<file path="src/sv/weighted_channel_beamformer_core_defines.svh">
// Assertion macros shared by the beamformer RTL.
// Included by files that check their own logic; depends on nothing else.
`ifndef WEIGHTED_CHANNEL_BEAMFORMER_CORE_DEFINES_SVH
`define WEIGHTED_CHANNEL_BEAMFORMER_CORE_DEFINES_SVH

`ifndef SYNTHESIS
// Same-cycle implication, checked out of reset.
`define WCB_ASSERT_IMP(label, clk, rst_n, ante, cons) \
  label: assert property (@(posedge clk) disable iff (!rst_n) (ante) |-> (cons)) \
    else $error("wcb: same-cycle check failed");
// Next-cycle implication, checked out of reset.
`define WCB_ASSERT_NXT(label, clk, rst_n, ante, cons) \
  label: assert property (@(posedge clk) disable iff (!rst_n) (ante) |=> (cons)) \
    else $error("wcb: next-cycle check failed");
`else
`define WCB_ASSERT_IMP(label, clk, rst_n, ante, cons)
`define WCB_ASSERT_NXT(label, clk, rst_n, ante, cons)
`endif

`endif

</file>
<file path="src/sv/wcb_pkg.sv">
// Shared widths, codes and types for the weighted channel beamformer.
// No dependencies; used by the interfaces, the lane and the top level.
package wcb_pkg;

  localparam int SAMPLE_W   = 32;
  localparam int WEIGHT_W   = 16;
  localparam int Q23_W      = 24;
  localparam int PROD_W     = Q23_W + WEIGHT_W;
  localparam int SUM_W      = PROD_W + 2;
  localparam int CC_W       = 3;
  localparam int STATUS_W   = 2;
  localparam int NUM_FIELDS = 4;
  localparam int CFG_IDX_W  = 3;
  localparam int CFG_DATA_W = 16;

  // Largest float32 magnitude pattern accepted (1.0)
  localparam logic [SAMPLE_W-2:0] F32_ONE_MAG = 31'h3F80_0000;
  localparam logic [7:0]          F32_BIAS    = 8'd127;

  localparam logic signed [Q23_W-1:0] Q23_MAX = 24'sh7F_FFFF;
  localparam logic signed [Q23_W-1:0] Q23_MIN = 24'sh80_0000;
  localparam logic signed [SUM_W-1:0] ONE_Q35 = 42'sh008_0000_0000;
  localparam logic signed [SUM_W-1:0] NEG_ONE_Q35 = -ONE_Q35;
  localparam logic [36:0]             Q35_HALF_LSB = 37'd2048;

  // Result status codes
  localparam logic [STATUS_W-1:0] STATUS_OK         = 2'd0;
  localparam logic [STATUS_W-1:0] STATUS_BAD_SAMPLE = 2'd1;
  localparam logic [STATUS_W-1:0] STATUS_RANGE      = 2'd2;

  // Register indexes
  localparam logic [CFG_IDX_W-1:0] CFG_CHANNEL_COUNT = 3'd0;
  localparam logic [CFG_IDX_W-1:0] CFG_WEIGHT_0      = 3'd1;
  localparam logic [CFG_IDX_W-1:0] CFG_WEIGHT_1      = 3'd2;
  localparam logic [CFG_IDX_W-1:0] CFG_WEIGHT_2      = 3'd3;
  localparam logic [CFG_IDX_W-1:0] CFG_WEIGHT_3      = 3'd4;

  localparam logic [CC_W-1:0]            CC_RESET       = 3'd4;
  localparam logic signed [WEIGHT_W-1:0] WEIGHT_0_RESET = 16'sd4096;

  // Stage advance strobes handed to each lane
  typedef struct packed {
    logic s1;
    logic s2;
  } lane_adv_t;

endpackage

</file>
<file path="src/sv/wcb_lane.sv">
// One channel lane: float32 check and Q1.23 conversion, then weight multiply.
// Two register stages advanced by the top level; depends on wcb_pkg.
module wcb_lane (
  input  logic                                 clk,
  input  wcb_pkg::lane_adv_t                   adv,
  input  logic [wcb_pkg::SAMPLE_W-1:0]         sample,
  input  logic                                 in_use,
  input  logic signed [wcb_pkg::WEIGHT_W-1:0]  weight,
  output logic                                 bad_r,
  output logic signed [wcb_pkg::PROD_W-1:0]    prod_r
);

  localparam int Q23_MANT_W = wcb_pkg::Q23_W;

  logic [wcb_pkg::SAMPLE_W-2:0]        mag_bits;
  logic [7:0]                          exp_bits;
  logic [7:0]                          shift;
  logic [Q23_MANT_W-1:0]               mant;
  logic [Q23_MANT_W:0]                 scaled;
  logic [Q23_MANT_W+1:0]               rounded;
  logic [Q23_MANT_W:0]                 mag_q23;
  logic [Q23_MANT_W:0]                 neg_q23;
  logic                                ok;
  logic                                keep;
  logic signed [wcb_pkg::Q23_W-1:0]    q23_nxt;
  logic signed [wcb_pkg::Q23_W-1:0]    q23_r;
  logic                                bad_nxt;
  logic signed [wcb_pkg::PROD_W-1:0]   prod_nxt;

  // Check range and convert to Q1.23, rounding half away from zero
  always_comb begin
    mag_bits = sample[wcb_pkg::SAMPLE_W-2:0];
    exp_bits = mag_bits[30:23];
    ok       = (mag_bits <= wcb_pkg::F32_ONE_MAG);
    keep     = in_use && ok;
    bad_nxt  = in_use && !ok;
    mant     = {(exp_bits != 8'd0), mag_bits[22:0]};
    shift    = wcb_pkg::F32_BIAS - exp_bits;
    scaled   = {mant, 1'b0} >> shift;
    rounded  = ({1'b0, scaled} + (Q23_MANT_W+2)'(1)) >> 1;
    mag_q23  = rounded[Q23_MANT_W:0];
    neg_q23  = -mag_q23;
    if (!keep) begin
      q23_nxt = '0;
    end else if (sample[wcb_pkg::SAMPLE_W-1]) begin
      q23_nxt = neg_q23[Q23_MANT_W-1:0];
    end else if (mag_q23 > (Q23_MANT_W+1)'(wcb_pkg::Q23_MAX)) begin
      q23_nxt = wcb_pkg::Q23_MAX;
    end else begin
      q23_nxt = mag_q23[Q23_MANT_W-1:0];
    end
  end

  always_ff @(posedge clk) begin
    if (adv.s1) begin
      q23_r <= q23_nxt;
      bad_r <= bad_nxt;
    end
  end

  // Weight the converted sample; unused or bad lanes carry zero
  assign prod_nxt = q23_r * weight;

  always_ff @(posedge clk) begin
    if (adv.s2) begin
      prod_r <= prod_nxt;
    end
  end

endmodule

</file>
<file path="config.mk">
export PLATFORM = sky130hd
export DESIGN_NAME = wcb_lane
export DESIGN_NICKNAME = d
export VERILOG_FILES = /design/src/sv/weighted_channel_beamformer_core_defines.svh /design/src/sv/wcb_pkg.sv /design/src/sv/wcb_lane.sv
export SDC_FILE = /design/constraint.sdc
export NUM_CORES = 1
export LEC_CHECK = 0
export BUFFER_PORTS_ARGS = -buffer_cell sky130_fd_sc_hd__buf_2
export CAP_MARGIN = 20
export CORE_AREA = 10 10 163 226
export DETAILED_ROUTE_END_ITERATION = 6
export DIE_AREA = 0 0 173 236
export GPL_ROUTABILITY_DRIVEN = 1
export PLACE_DENSITY = 0.81
export REMOVE_ABC_BUFFERS = 1
export SLEW_MARGIN = 10
export SYNTH_ARGS = -nofsm -noshare
export SYNTH_HDL_FRONTEND = slang
export SYNTH_SLANG_ARGS = --single-unit
</file>
<file path="constraint.sdc">
create_clock -name clk -period 8.55 [get_ports clk]
set_input_delay 2.565 -clock clk [delete_from_list [all_inputs] [get_ports clk]]
set_output_delay 2.565 -clock clk [all_outputs]
set_load 0.1 [all_outputs]
</file>
Word level (Yosys, flattened, before mapping)
Index checks and enable logic that the tools add are counted.
{"block": "classes", "multipliers": 1, "add_sub_neg": 3, "shift": 1, "magnitude_cmp": 2, "n_mux": 2, "n_reduce_logical": 4}
{"cell": "24-bit 2-to-1 mux", "n": 2}
{"cell": "24-bit by 16-bit multiplier with 40-bit output", "n": 1}
{"cell": "31-bit by 30-bit <= comparator with 1-bit output (second input constant)", "n": 1}
{"cell": "25-bit by 1-bit adder with 26-bit output (second input constant)", "n": 1}
{"cell": "25-bit by 23-bit > comparator with 1-bit output (second input constant)", "n": 1}
{"cell": "25-bit by 8-bit >> shifter with 25-bit output", "n": 1}
{"cell": "24-bit negation", "n": 1}
{"cell": "8-bit nonzero test", "n": 1}
{"cell": "7-bit by 8-bit subtractor with 8-bit output (first input constant)", "n": 1}
{"cell": "1-bit logical AND", "n": 2}
{"cell": "1-bit zero test", "n": 1}
{"block": "word_totals", "register_bits": 65, "out_inout_bits": 41}

Logic depth before layout (Yosys ltp)
{"block": "depth", "depth_word": 6, "depth_mapped": 26, "mapped_depth_nobuf": 25}

Worst setup path before layout
OpenSTA, ideal clock, no wires.
{"block": "synth_timing", "path_type": "input to register", "start": "in weight[6] in the netlist's numbering", "end": "reg prod_r[38] in the netlist's numbering (data pin)", "setup_slack_ns": -0.389, "arrival_ns": 8.781, "path_stages": 25, "t_required_ns": 8.392, "n_path_buf": 1, "path_cell_list": "clkbuf_1 -> nand2_1 -> fa_1 -> inv_1 -> fa_1 -> inv_1 -> fa_1 -> inv_1 -> fa_1 -> fa_1 -> inv_1 -> fa_1 -> inv_1 -> ha_1 -> a21oi_1 -> o31ai_1 -> a21o_1 -> a21o_1 -> a21o_1 -> a221o_1 -> a221oi_1 -> nor2_1 -> a211o_1 -> a2111o_1 -> o211ai_1"}
{"block": "synth_via", "elab_chain_len": 1}
{"item": "start, declared", "line": "wcb_lane.sv:8", "source": "input logic signed [wcb_pkg::WEIGHT_W-1:0] weight,"}
{"item": "24-bit by 16-bit multiplier with 40-bit output", "line": "wcb_lane.sv:62", "source": "assign prod_nxt = q23_r * weight;"}
{"item": "net prod_nxt, one bit", "line": "wcb_lane.sv:28", "source": "logic signed [wcb_pkg::PROD_W-1:0] prod_nxt;"}
{"item": "end signal, assigned", "line": "wcb_lane.sv:66", "source": "prod_r <= prod_nxt;"}
{"item": "end, declared", "line": "wcb_lane.sv:10", "source": "output logic signed [wcb_pkg::PROD_W-1:0] prod_r"}
The timed path passes the listed nets, and every way through them passes these cells.
A chain may end at the register's enable or synchronous reset.

Worst setup path after layout
Same ends and word-level chain as after synthesis.

==> metrics <==
status=finished clean; CTS Hold Bufs=0; crit path max-delay cell type=fa_1; number of flops mapped to enable cells by yosys=65; crit-path max cell delay=570 ps; share of cells above drive strength 1=0.1853; Gate Count Post-Synth=2,069; Layout Nets=2,767; worst min-delay path class=reg2reg; worst slew pin tran=1072 ps; H-tree levels=3; commonest non-fill, non-tap cell in the layout=inv_1; Final Cell Area=21,620 µm²; Yosys cell types=105; Core Footprint=32,820 µm²; Pins Over Slew Limit=0; ys flop type=edfxtp_1; antenna violations before repair=0; FP Rows=79; Via Count=15,540; Max Clock Skew=11.10 ps; hold path depth=1; number of max-cap violations=0; Routed Antenna Nets=0; RSZ-0062 raised after global routing=yes; total gr overflow=0; RD Place Congestion=1.005; clk buf depth=2; Area Overhead vs Synth=14.09%; Total GRT Usage=0.2628; drt wl/cell=19.92 µm; Worst EP arrival=8740 ps; #FFs+latches synth=65; Max Fanout on Critical Path=11; Port Buffers=92; pin count of the biggest net entering global routing=41; Worst R2R Path Depth=23; Worst EP required=8760 ps; WHS Endpoint=prod_r[0]$_DFFE_PP_; hpwl dp=42,490 µm; Hold Crit Start=q23_r[0]$_SDFFCE_PN0P_; DRT Wirelength=53,590 µm; antenna fix cells=0; most used cell, CP=fa_1; Die W=173 µm; Reg-to-Reg Start=q23_r[5]$_SDFFCE_PN0P_; vias in the first global route=17,370; clock-pin slew on the worst setup and hold paths=60 ps; placed cell areas=20,750 µm²; CP Capture Type=flop; Via density=5.775; I/O pins=93; first-pass GRT wire length=85,700 µm; Setup-failing EPs final=0; Die Ht=236 µm; asr flop ratio synth=0; Cell Area, Synth=18,950 µm²; post-synthesis sequential area ratio=0.1030; Final Hold Fails=0; final period utilization=0.9975; Starting Density=0.5774; clock sink total=65; DRC viols=0; commonest non-fill, non-tap cells in the layout=inv_1, fa_1, nand2_1; TritonCTS buffer count=9; mean post-synth cell area=9.158 µm²; crit path kind=in2reg; Fmax=117.2 MHz; TritonCTS clock tree=done; fillcell total=2,517; min Tclk post-route=8529 ps; crit-path cells=buf_8 -> and2_1 -> fa_1 -> inv_1 -> fa_1 -> fa_2 -> fa_1 -> inv_1 -> fa_1 -> inv_1 -> fa_1 -> inv_1 -> ha_2 -> nor2_2 -> nand2_1 -> a21o_4 -> and3_4 -> a221o_1 -> a221oi_2 -> buf_4 -> nor2_4 -> a211o_1 -> a2111o_1 -> o211ai_1; Initial DRC Count=1,061; clk_lat worst skew=370 ps; yosys warns=0; first-pass iteration count of the detailed router=6; Worst Setup SP=weight[6]; flop-to-flop setup slack=1510 ps; die area=40,830 µm²; Worst slew margin=0.2855; Worst Setup Start Kind=input port; r2r endpoint=prod_r[38]$_DFFE_PP_; clk root buf=clkbuf_16
[stage by stage]
stage	setup TNS [ps]	instances	setup WS (ps)	utilization	hold WS (ps)
after floorplan	-250.5	1981	-144.8	-	731.4
after global placement	-7797	2666	-749.7	0.6323	1093
after detailed placement	-10840	2666	-1007	0.6323	1081
after CTS	0	2683	4.284	0.6453	1093
after global routing	-397.0	2690	-189.9	0.6588	1127
final	0	2690	20.96	0.6588	1136
[how the worst max path moves through the flow]
stage	end	slack, ps	cells past startpoint
after detailed placement	prod_r[27]$_DFFE_PP_	-1010	24
after global placement	prod_r[27]$_DFFE_PP_	-750	24
after global routing	prod_r[38]$_DFFE_PP_	-190	24
final	prod_r[38]$_DFFE_PP_	20	24
after floorplan	prod_r[38]$_DFFE_PP_	-140	20
after CTS	prod_r[38]$_DFFE_PP_	4	26
[Yosys cell counts, drive strengths merged, types with 18 or more instances]
cell	instances	area share
and2	156	0.052
clkbuf	69	0.014
xor2	25	0.012
nand2	265	0.052
buf	19	0.0075
a21o	19	0.0075
edfxtp	65	0.10
nand3	21	0.0065
ha	101	0.067
nor4	18	0.0066
fa	374	0.40
nor3	28	0.0079
nor2	64	0.013
mux2i	21	0.011
xnor2	50	0.023
a21oi	44	0.012
inv	461	0.091
o21ai	27	0.0073
[final cells by class]
class | count | area (µm²) | share of cell area
inverter | 461 | 1733 | 0.08016
clock buffer | 13 | 240.2 | 0.01111
timing repair buffer | 248 | 1849 | 0.08554
sequential | 65 | 1952 | 0.09029
clock inverter | 3 | 17.52 | 0.0008103
multi-input combinational | 1455 | 15270 | 0.7063
tap | 445 | 556.8 | 0.02576
[cells by family after synthesis]
group / after synthesis / synth area share
and+or+nand+nor: 651 / 0.1789
buffers and inverters: 549 / 0.1125
adders and majority gates: 475 / 0.4618
AOI/OAI and AO/OA: 220 / 0.08690
xor gates and xnor gates: 75 / 0.03506
DFF: 65 / 0.1030
muxes: 34 / 0.02179
[flip-flops by register name, summed over array words and instances (netlist names)]
signal,cells
q23_r,24
prod_r,40
bad_r,1
[critical path, delay by kind of cell]
kind | cells | cell delay, ps
AO/OA/AOI/OAI | 6 | 1600
adder cells (fa/ha/maj) | 7 | 3350
AND/OR/NAND/NOR | 5 | 690
buffers and inverters | 6 | 550
[layer usage]
| metal | GRT usage | wire length (µm) | part of all wire | up-vias |
|---|---|---|---|---|
| li1 | - | - | - | 6795 |
| met1 | 0.2585 | 17480 | 0.33 | 7813 |
| met2 | 0.4916 | 28840 | 0.54 | 679 |
| met3 | 0.03949 | 2860 | 0.053 | 249 |
| met4 | 0.1888 | 4402 | 0.082 | 0 |
| met5 | 0 | 0 | 0 | - |
[what timing repair did]
| action | 4_1_cts | 5_1_grt |
|---|---|---|
| setup buffers | 1 | 6 |
| cloned | 0 | 1 |
| endpoints found under the hold margin | 0 | 0 |
| endpoints found under the setup margin | 12 | 15 |
| gates resized for setup | 35 | 118 |
| pin swaps | 21 | 93 |
Power is left out: the tool's default activity adds up to more than one toggle a clock period on the data nets, which glitch-free logic cannot reach.
